==> src/rtl/kle_pkg.sv <==
// Shared constants and register indexes for the keystroke line editor.
package kle_pkg;

  localparam int LINE_CAPACITY = 64;
  localparam int IDX_W         = $clog2(LINE_CAPACITY);
  localparam int LEN_W         = 6;
  localparam int CHAR_W        = 8;
  localparam int CFG_IDX_W     = 2;

  localparam logic [CFG_IDX_W-1:0] REG_BACKSPACE = 2'd0;
  localparam logic [CFG_IDX_W-1:0] REG_LEFT      = 2'd1;
  localparam logic [CFG_IDX_W-1:0] REG_RIGHT     = 2'd2;

  localparam logic [CHAR_W-1:0] BACKSPACE_RESET = 8'd8;
  localparam logic [CHAR_W-1:0] LEFT_RESET      = 8'd75;
  localparam logic [CHAR_W-1:0] RIGHT_RESET     = 8'd77;

  localparam logic [CHAR_W-1:0] PRINT_LIMIT = 8'h80;
  localparam logic [CHAR_W-1:0] SPACE_CHAR  = 8'h20;

  localparam logic OP_KEY   = 1'b0;
  localparam logic OP_START = 1'b1;

  localparam logic KIND_STATUS = 1'b0;
  localparam logic KIND_CHAR   = 1'b1;

endpackage

==> src/rtl/kle_key_if.sv <==
// Keystroke / start channel.
interface kle_key_if;
  logic                        valid;
  logic                        ready;
  logic                        op;
  logic [kle_pkg::CHAR_W-1:0]  key_code;
  logic                        control_key;
  logic [kle_pkg::LEN_W-1:0]   line_limit;
  logic [kle_pkg::CHAR_W-1:0]  end_char;

  modport source (output valid, op, key_code, control_key, line_limit, end_char,
                  input ready);
  modport sink   (input valid, op, key_code, control_key, line_limit, end_char,
                  output ready);
endinterface

==> src/rtl/kle_res_if.sv <==
// Result channel: status and line characters.
interface kle_res_if;
  logic                        valid;
  logic                        ready;
  logic                        kind;
  logic [kle_pkg::CHAR_W-1:0]  char_value;
  logic [kle_pkg::LEN_W-1:0]   cursor_at;
  logic [kle_pkg::LEN_W-1:0]   text_len;
  logic [kle_pkg::LEN_W-1:0]   echo_len;
  logic                        edited;
  logic                        last;

  modport source (output valid, kind, char_value, cursor_at, text_len, echo_len,
                  edited, last, input ready);
  modport sink   (input valid, kind, char_value, cursor_at, text_len, echo_len,
                  edited, last, output ready);
endinterface

==> src/rtl/keystroke_line_editor.sv <==
// Keystroke line editor top level: line store, edit sequencer, result register.
//
//  channel  dir  transaction
//  key      in   op, key_code, control_key, line_limit, end_char
//  res      out  kind, char_value, cursor_at, text_len, echo_len, edited, last
//  cfg      in   write of backspace/left/right codes (cfg_we, cfg_idx, cfg_data)
//
// Insert and backspace shift the characters to the right of the cursor one at
// a time: up to 62 characters pass the store's one read port and one write
// port. Finishing a read of L > 0 characters streams one per cycle after a
// lead-in read, while the result channel is not stalled.
// Reset clears the control registers; the store itself is not cleared.
// The key channel is taken only between transactions; a stalled result just
// holds the sequencer in its status or emit state.
module keystroke_line_editor (
  input  logic                           clk,
  input  logic                           rst,
  input  logic                           cfg_we,
  input  logic [kle_pkg::CFG_IDX_W-1:0]  cfg_idx,
  input  logic [kle_pkg::CHAR_W-1:0]     cfg_data,
  kle_key_if.sink                        key,
  kle_res_if.source                      res
);

  localparam logic [2:0] S_IDLE = 3'd0;
  localparam logic [2:0] S_EXEC = 3'd1;
  localparam logic [2:0] S_SHL  = 3'd2;
  localparam logic [2:0] S_SHR  = 3'd3;
  localparam logic [2:0] S_EMIT = 3'd4;
  localparam logic [2:0] S_STAT = 3'd5;

  localparam int LW = kle_pkg::LEN_W;
  localparam int CW = kle_pkg::CHAR_W;
  localparam int AW = kle_pkg::IDX_W;

  // configuration
  logic [CW-1:0] backspace_code, left_code, right_code;

  // edit state
  logic [2:0]    state, state_next;
  logic [LW-1:0] line_length, line_length_next;
  logic [LW-1:0] cursor, cursor_next;
  logic [LW-1:0] longest_length, longest_length_next;
  logic [LW-1:0] length_limit, length_limit_next;
  logic [CW-1:0] terminator, terminator_next;
  logic          active, active_next;
  logic [LW-1:0] ptr, ptr_next;
  logic          edited, edited_next;

  // latched transaction
  logic          k_op;
  logic [CW-1:0] k_key;
  logic          k_ctl;
  logic [LW-1:0] k_limit;
  logic [CW-1:0] k_end;

  // line store
  logic [CW-1:0] line_store [kle_pkg::LINE_CAPACITY];
  logic          rd_en, wr_en;
  logic [AW-1:0] rd_addr, wr_addr;
  logic [CW-1:0] wr_data, rdata;
  logic          rdv, rdv_next;
  logic [AW-1:0] rd_idx;

  // result register
  logic          out_v, out_v_next;
  logic          out_load;
  logic          out_kind_next, out_edited_next, out_last_next;
  logic [CW-1:0] out_char_next;
  logic          out_kind, out_edited, out_last;
  logic [CW-1:0] out_char;
  logic [LW-1:0] out_cur, out_len, out_long;
  logic          out_free;
  logic          emit_move;

  assign key.ready = (state == S_IDLE);
  assign out_free  = !out_v || res.ready;
  assign emit_move = (state == S_EMIT) && rdv && out_free;

  always_ff @(posedge clk) begin
    if (rst) begin
      backspace_code <= kle_pkg::BACKSPACE_RESET;
      left_code      <= kle_pkg::LEFT_RESET;
      right_code     <= kle_pkg::RIGHT_RESET;
    end else if (cfg_we) begin
      case (cfg_idx)
        kle_pkg::REG_BACKSPACE: backspace_code <= cfg_data;
        kle_pkg::REG_LEFT:      left_code      <= cfg_data;
        kle_pkg::REG_RIGHT:     right_code     <= cfg_data;
        default: ;
      endcase
    end
  end

  always_ff @(posedge clk) begin
    if (key.valid && key.ready) begin
      k_op    <= key.op;
      k_key   <= key.key_code;
      k_ctl   <= key.control_key;
      k_limit <= key.line_limit;
      k_end   <= key.end_char;
    end
  end

  // store: one write and one registered read per cycle
  always_ff @(posedge clk) begin
    if (wr_en) line_store[wr_addr] <= wr_data;
    if (rd_en) begin
      rdata  <= line_store[rd_addr];
      rd_idx <= rd_addr;
    end
  end

  always_comb begin
    state_next          = state;
    line_length_next    = line_length;
    cursor_next         = cursor;
    longest_length_next = longest_length;
    length_limit_next   = length_limit;
    terminator_next     = terminator;
    active_next         = active;
    ptr_next            = ptr;
    edited_next         = edited;
    rdv_next            = 1'b0;
    rd_en               = 1'b0;
    rd_addr             = ptr[AW-1:0];
    wr_en               = 1'b0;
    wr_addr             = rd_idx - AW'(1);
    wr_data             = rdata;
    out_load            = 1'b0;
    out_kind_next       = kle_pkg::KIND_STATUS;
    out_char_next       = '0;
    out_edited_next     = edited;
    out_last_next       = 1'b1;

    case (state)
      S_IDLE: begin
        if (key.valid) state_next = S_EXEC;
      end

      S_EXEC: begin
        edited_next = 1'b1;
        state_next  = S_STAT;
        if (k_op == kle_pkg::OP_START) begin
          edited_next = 1'b0;
          if (!active) begin
            length_limit_next   = (int'(k_limit) > kle_pkg::LINE_CAPACITY - 1) ?
                                  LW'(kle_pkg::LINE_CAPACITY - 1) : k_limit;
            terminator_next     = k_end;
            line_length_next    = '0;
            cursor_next         = '0;
            longest_length_next = '0;
            active_next         = 1'b1;
          end
        end else if (!active || k_ctl) begin
          edited_next = 1'b0;
        end else if (k_key == backspace_code) begin
          if (cursor != '0 && line_length != '0) begin
            ptr_next   = cursor;
            state_next = S_SHL;
          end
        end else if (k_key == left_code) begin
          if (cursor != '0) cursor_next = cursor - LW'(1);
        end else if (k_key == right_code) begin
          if (cursor < line_length) cursor_next = cursor + LW'(1);
        end else if (k_key == terminator) begin
          ptr_next   = '0;
          state_next = S_EMIT;
        end else if (k_key < kle_pkg::PRINT_LIMIT) begin
          if (line_length < length_limit) begin
            ptr_next   = line_length;
            state_next = S_SHR;
          end
        end
      end

      // delete: store[i-1] = store[i] for i in cursor..len-1, then pad
      S_SHL: begin
        if (ptr < line_length) begin
          rd_en    = 1'b1;
          rdv_next = 1'b1;
          ptr_next = ptr + LW'(1);
        end
        if (rdv) begin
          wr_en   = 1'b1;
          wr_addr = rd_idx - AW'(1);
        end else if (ptr == line_length) begin
          wr_en            = 1'b1;
          wr_addr          = AW'(line_length - LW'(1));
          wr_data          = kle_pkg::SPACE_CHAR;
          line_length_next = line_length - LW'(1);
          cursor_next      = cursor - LW'(1);
          state_next       = S_STAT;
        end
      end

      // insert: store[i] = store[i-1] for i from len down to cursor+1
      S_SHR: begin
        if (ptr > cursor) begin
          rd_en    = 1'b1;
          rd_addr  = AW'(ptr - LW'(1));
          rdv_next = 1'b1;
          ptr_next = ptr - LW'(1);
        end
        if (rdv) begin
          wr_en   = 1'b1;
          wr_addr = rd_idx + AW'(1);
        end else if (ptr == cursor) begin
          wr_en            = 1'b1;
          wr_addr          = cursor[AW-1:0];
          wr_data          = k_key;
          cursor_next      = cursor + LW'(1);
          line_length_next = line_length + LW'(1);
          if (line_length + LW'(1) > longest_length)
            longest_length_next = line_length + LW'(1);
          state_next       = S_STAT;
        end
      end

      // stream the line; read data waits in rdata until the result slot frees
      S_EMIT: begin
        rdv_next = rdv && !emit_move;
        if (ptr < line_length && (!rdv || emit_move)) begin
          rd_en    = 1'b1;
          rdv_next = 1'b1;
          ptr_next = ptr + LW'(1);
        end
        if (emit_move) begin
          out_load        = 1'b1;
          out_kind_next   = kle_pkg::KIND_CHAR;
          out_char_next   = rdata;
          out_edited_next = 1'b1;
          out_last_next   = 1'b0;
        end else if (!rdv && ptr == line_length && out_free) begin
          out_load        = 1'b1;
          out_kind_next   = kle_pkg::KIND_CHAR;
          out_edited_next = 1'b1;
          active_next     = 1'b0;
          state_next      = S_IDLE;
        end
      end

      S_STAT: begin
        if (out_free) begin
          out_load   = 1'b1;
          state_next = S_IDLE;
        end
      end

      default: state_next = S_IDLE;
    endcase

    out_v_next = out_load ? 1'b1 : (out_v && !res.ready);
  end

  always_ff @(posedge clk) begin
    if (rst) begin
      state          <= S_IDLE;
      line_length    <= '0;
      cursor         <= '0;
      longest_length <= '0;
      length_limit   <= '0;
      terminator     <= '0;
      active         <= 1'b0;
      ptr            <= '0;
      edited         <= 1'b0;
      rdv            <= 1'b0;
      out_v          <= 1'b0;
    end else begin
      state          <= state_next;
      line_length    <= line_length_next;
      cursor         <= cursor_next;
      longest_length <= longest_length_next;
      length_limit   <= length_limit_next;
      terminator     <= terminator_next;
      active         <= active_next;
      ptr            <= ptr_next;
      edited         <= edited_next;
      rdv            <= rdv_next;
      out_v          <= out_v_next;
    end
  end

  // status carries the lengths as they stand once the edit is done
  always_ff @(posedge clk) begin
    if (out_load) begin
      out_kind   <= out_kind_next;
      out_char   <= out_char_next;
      out_edited <= out_edited_next;
      out_last   <= out_last_next;
      out_cur    <= cursor;
      out_len    <= line_length;
      out_long   <= longest_length;
    end
  end

  assign res.valid      = out_v;
  assign res.kind       = out_kind;
  assign res.char_value = out_char;
  assign res.cursor_at  = out_cur;
  assign res.text_len   = out_len;
  assign res.echo_len   = out_long;
  assign res.edited     = out_edited;
  assign res.last       = out_last;

  a_cursor_in_line: assert property (@(posedge clk) disable iff (rst)
    cursor <= line_length)
    else $error("cursor past end of line");

  a_len_in_limit: assert property (@(posedge clk) disable iff (rst)
    line_length <= length_limit)
    else $error("line longer than its limit");

  a_end_closes_read: assert property (@(posedge clk) disable iff (rst)
    (out_load && out_kind_next == kle_pkg::KIND_CHAR && out_last_next) |=> !active)
    else $error("read still active after terminator");

  a_result_no_overrun: assert property (@(posedge clk) disable iff (rst)
    (out_v && !res.ready) |-> !out_load)
    else $error("result overwritten while stalled");

endmodule
==> src/flat_wrapper.sv <==
// flat-port wrapper written by rule: the top's interface ports become plain ports
module keystroke_line_editor_flat 
  (clk, rst, cfg_we, cfg_idx, cfg_data, key_valid, key_op, key_key_code, key_control_key, key_line_limit, key_end_char, key_ready, res_valid, res_kind, res_char_value, res_cursor_at, res_text_len, res_echo_len, res_edited, res_last, res_ready);
  kle_key_if key_i ();
  kle_res_if res_i ();
  input  logic clk;
  input  logic rst;
  input  logic cfg_we;
  input  logic [kle_pkg::CFG_IDX_W-1:0] cfg_idx;
  input  logic [kle_pkg::CHAR_W-1:0] cfg_data;
  input wire logic [$bits(key_i.valid)-1:0] key_valid;
  input wire logic [$bits(key_i.op)-1:0] key_op;
  input wire logic [$bits(key_i.key_code)-1:0] key_key_code;
  input wire logic [$bits(key_i.control_key)-1:0] key_control_key;
  input wire logic [$bits(key_i.line_limit)-1:0] key_line_limit;
  input wire logic [$bits(key_i.end_char)-1:0] key_end_char;
  output wire logic [$bits(key_i.ready)-1:0] key_ready;
  output wire logic [$bits(res_i.valid)-1:0] res_valid;
  output wire logic [$bits(res_i.kind)-1:0] res_kind;
  output wire logic [$bits(res_i.char_value)-1:0] res_char_value;
  output wire logic [$bits(res_i.cursor_at)-1:0] res_cursor_at;
  output wire logic [$bits(res_i.text_len)-1:0] res_text_len;
  output wire logic [$bits(res_i.echo_len)-1:0] res_echo_len;
  output wire logic [$bits(res_i.edited)-1:0] res_edited;
  output wire logic [$bits(res_i.last)-1:0] res_last;
  input wire logic [$bits(res_i.ready)-1:0] res_ready;
  assign key_i.valid = key_valid;
  assign key_i.op = key_op;
  assign key_i.key_code = key_key_code;
  assign key_i.control_key = key_control_key;
  assign key_i.line_limit = key_line_limit;
  assign key_i.end_char = key_end_char;
  assign key_ready = key_i.ready;
  assign res_valid = res_i.valid;
  assign res_kind = res_i.kind;
  assign res_char_value = res_i.char_value;
  assign res_cursor_at = res_i.cursor_at;
  assign res_text_len = res_i.text_len;
  assign res_echo_len = res_i.echo_len;
  assign res_edited = res_i.edited;
  assign res_last = res_i.last;
  assign res_i.ready = res_ready;
  keystroke_line_editor u_core (.clk(clk), .rst(rst), .cfg_we(cfg_we), .cfg_idx(cfg_idx), .cfg_data(cfg_data), .key(key_i), .res(res_i));
endmodule
==> config.mk <==
export PLATFORM = sky130hd
export DESIGN_NAME = keystroke_line_editor_flat
export DESIGN_NICKNAME = d
export VERILOG_FILES = /design/src/rtl/kle_pkg.sv /design/src/rtl/kle_key_if.sv /design/src/rtl/kle_res_if.sv /design/src/rtl/keystroke_line_editor.sv /design/src/flat_wrapper.sv
export SDC_FILE = /design/constraint.sdc
export NUM_CORES = 1
export LEC_CHECK = 0
export ABC_AREA = 1
export BUFFER_PORTS_ARGS = -buffer_cell sky130_fd_sc_hd__buf_2
export CAP_MARGIN = 40
export CORE_AREA = 2 2 222 279
export DETAILED_ROUTE_END_ITERATION = 8
export DIE_AREA = 0 0 224 281
export PLACE_DENSITY = 0.66
export SKIP_CTS_REPAIR_TIMING = 1
export SYNTH_ARGS = -nofsm -noshare
export SYNTH_HDL_FRONTEND = slang
export SYNTH_SLANG_ARGS = --single-unit
==> constraint.sdc <==
create_clock -name clk -period 9.76 [get_ports clk]
set_clock_uncertainty 0.15 [all_clocks]
set_input_delay 1.464 -clock clk [delete_from_list [all_inputs] [get_ports clk]]
set_output_delay 1.464 -clock clk [all_outputs]
set_load 0.005 [all_outputs]
==> reports/metrics.yaml <==
run_status:
  outcome: "finished, final reports clean"
synth:
  synth.distinct_cells: 47
  synth_top_family_by_area: "simple AND/OR/NAND/NOR gates"
  syn_area_um2: 30000
  synth_fp_nets: 3050
  async_flop_share_pct: 0
  yosys.area_share.simple_pct: 24.0
  synth_compound_area_share_pct: 3.55
  synthMuxAreaShare_pct: 0.0334
  ys_seq_elements: 648
  synth_flop_cell: "edfxtp_1"
  synth.avg_cell_area_um2: 10.1
  netlist_instances: 2973
  synth-xor-area-share_pct: 0.614
  ys_seq_area_share_pct: 62.6
  synthAdderAreaFrac_pct: 1.59
  synth_edf_count: 579
  ys_warn_count: 0
detailed_routing:
  ant_nets: 0
  via_per_inst: 5.77
  vias: 22000
  dr.pass1.iters: 6
  wl_um: 81400
  drc: 0
  wire_per_inst_um: 21.3
  drtIter0Drc: 2473
critical_path:
  cp_max_fo: 64
  r2r-start: "u_core.cursor[3]"
  ff2ff_path_depth: 19
  crit_path_start: "u_core.cursor[3]"
  critPathLaunchType: "register"
  r2r-end: "u_core.rdata[0]"
  crit_path_end_kind: "register"
  required_ps: 9940
  reg2reg_slack_ps: 4230
  arrival_ps: 5720
  crit_type: "reg -> reg"
  cp-endpoint: "u_core.rdata[0]"
power:
  p_leak_nw: 12.9
  p_seq_share_pct: 49.0
  comb_power_share_pct: 13.8
  vdd_drop_max_v: 0.000128
  switching_share_pct: 26.9
  power.switching_w: 0.00176
  p_int_w: 0.00479
  powerDensity_nw_per_um2: 197
  clockPowerShare_pct: 37.2
cts:
  cts_sinks: 648
  cts_buffer_depth: 3
  htree_levels: 3
  clk_pin_slew_worst_paths_ps: 60
  cts_made_buffers: 67
  clk_latency_ps: 610
  cts_tree: "done"
  cts_root_buf: "clkbuf_16"
final_layout:
  drive_gt1_share_pct: 7.97
  synthToLayoutAreaGrowth_pct: 11.0
  final_nets: 3079
  utilization_pct: 55.2
  antennaDiodeCount: 0
place:
  dp_hpwl_um: 49500
  io_buffers: 69
  gp_congestion: 0.954
sta:
  hold_viol_final: 0
  finalWorstPathRequiredPeriod_ps: 5530
  drv_slew: 0
  rsz0062_at_grt: "no"
  slew-limit-headroom_pct: 36.0
  setup_viol: 0
  tns_ps: 0
  timing.final.crit_share_pct: 56.7
  fmax_mhz: 181
  tightest_slew_ps: 959
floorplanning:
  boundaryPins: 70
  die_h_um: 281
  core_um2: 60300
  die_area_um2: 62900
  die_x_um: 224
  rows: 101
  start_util_pct: 49.7
worst_hold_path:
  hold_path_class: "reg -> reg"
  min_path_cells: 0
global_route:
  grt_max_degree: 90
  grt_pass1_wl_um: 124000
  antenna_found_initial: 0
  track_usage_pct: 25.8
  grt_overflow: 0
  first_global_vias: 21400
run:
  drv_cap: 0
[routing by layer]
layer | vias to the layer above | wire [um] | global-route usage (%) | part of all wire (%)
met2 | 980 | 40800 | 44.8 | 50
met1 | 10700 | 31300 | 32.0 | 39
li1 | 10200 | - | - | -
met5 | - | 0 | 0 | 0
met4 | 0 | 3480 | 12.1 | 4.3
met3 | 193 | 5760 | 3.54 | 7.1
[stage by stage]
stage / hold WS (ps) / worst slack (ps) / cells / area [um2] / power [W]
2_1_floorplan: 258 / 5520 / 2973 / 30000 / 0.00382
3_3_place_gp: 264 / 3930 / 3685 / 30900 / 0.00413
3_5_place_dp: 272 / 4380 / 3705 / 31200 / 0.00416
4_1_cts: 278 / 4360 / 3820 / 33300 / 0.00658
5_1_grt: 276 / 3900 / 3820 / 33300 / 0.00678
6_report: 274 / 4230 / 3820 / 33300 / 0.00655
[cells in the mapped netlist (3+ instances only)]
cell | n | area (um2)
nor3_1 | 11 | 55.1
nor2_1 | 158 | 593
o221ai_1 | 3 | 26.3
dfxtp_1 | 69 | 1380
nand3_1 | 594 | 2970
nor3b_1 | 3 | 22.5
ha_1 | 38 | 475
inv_1 | 406 | 1520
edfxtp_1 | 579 | 17400
nand3b_1 | 172 | 1290
buf_1 | 11 | 41.3
o22ai_1 | 18 | 113
nand4_1 | 19 | 119
nand2_1 | 536 | 2010
buf_2 | 97 | 485
clkbuf_1 | 47 | 176
or2_2 | 9 | 56.3
inv_2 | 7 | 26.3
o21ai_0 | 57 | 285
a211oi_1 | 4 | 30.0
xor2_1 | 15 | 131
o211ai_1 | 14 | 105
o21ai_1 | 6 | 30.0
xnor2_1 | 6 | 52.6
a21oi_1 | 67 | 335
[how the worst min path moves through the flow]
stage	from	to	slack (ps)
floorplan	u_core.longest_length[3]	u_core.res.echo_len[3]	260
global placement	u_core.longest_length[3]	u_core.res.echo_len[3]	260
detailed placement	u_core.longest_length[4]	u_core.res.echo_len[4]	270
CTS	u_core.longest_length[4]	u_core.res.echo_len[4]	280
global route	u_core.longest_length[4]	u_core.res.echo_len[4]	280
finish	u_core.longest_length[4]	u_core.res.echo_len[4]	270
[worst max-delay path, stage by stage, from the launching register on]
cell and delay, ps:
dfxtp_1 570, inv_1 140, ha_1 320, nand2_1 60, nor2_1 120, nand2_1 70
nand3_1 100, nand2_1 150, nand2_1 90, nand3_1 140, nand2_4 690, clkinv_2 900
buf_4 520, buf_16 240, nand3_1 140, nand3_1 90, nand3_1 230, nand3_1 140
nand3_1 200, nand2_1 90
[area by class of cell]
cell class	instances	area, um2
Fill cell	5174	27000
Sequential cell	648	18800
Multi-Input combinational cell	1756	9090
Clock buffer	87	1810
Inverter	414	1560
Tap cell	772	966
Timing Repair Buffer	115	846
Clock inverter	28	221
[state kept, by name, indices dropped and copies added (netlist names), 3 cells and up]
signal / cells
u_core.right_code: 8
u_core.k_end: 8
u_core.k_limit: 6
u_core.res.cursor_at: 6
u_core.cursor: 6
u_core.terminator: 8
u_core.backspace_code: 8
u_core.res.text_len: 6
u_core.ptr: 6
u_core.rdata: 8
u_core.res.char_value: 8
u_core.length_limit: 6
u_core.state: 3
u_core.k_key: 8
u_core.line_length: 6
u_core.rd_idx: 6
u_core.longest_length: 6
u_core.left_code: 8
u_core.line_store: 512
u_core.res.echo_len: 6
[power by group through the flow]
stage	combinational, W	clock (W)	sequential, W
floorplan	0.000579	0	0.00324
global placement	0.000871	0	0.00326
detailed placement	0.000896	0	0.00326
CTS	0.000900	0.00247	0.00321
global route	0.000993	0.00258	0.00321
finish	0.000906	0.00244	0.00321
[cell usage in the layout (no fill, tap or decap), drive strengths merged, types with 2 or more instances in the layout]
master / netlist / layout
nor3b: 3 / 3
o22ai: 18 / 18
clkbuf: 47 / 87
nor3: 13 / 13
a221oi: 2 / 2
or2: 10 / 10
o221ai: 3 / 3
a31oi: 2 / 2
a211oi: 4 / 4
nand3b: 172 / 172
edfxtp: 579 / 579
nand4: 19 / 19
bufinv: 0 / 3
a21oi: 68 / 68
clkinv: 1 / 20
dfxtp: 69 / 69
clkinvlp: 0 / 4
inv: 413 / 415
nor2: 159 / 159
nand3: 595 / 595
o21bai: 2 / 2
xnor2: 6 / 6
buf: 108 / 115
nand2: 538 / 538
xor2: 15 / 15
o211ai: 15 / 15
o21ai: 65 / 65
ha: 38 / 38
[kinds of logic after synthesis]
kind of cell | after synthesis
simple gates | 1511
compound gates | 185
fa+ha+maj | 38
buf+inv | 569
mux | 1
xor+xnor | 21
flops | 648
(Power assumes the default switching activity.)
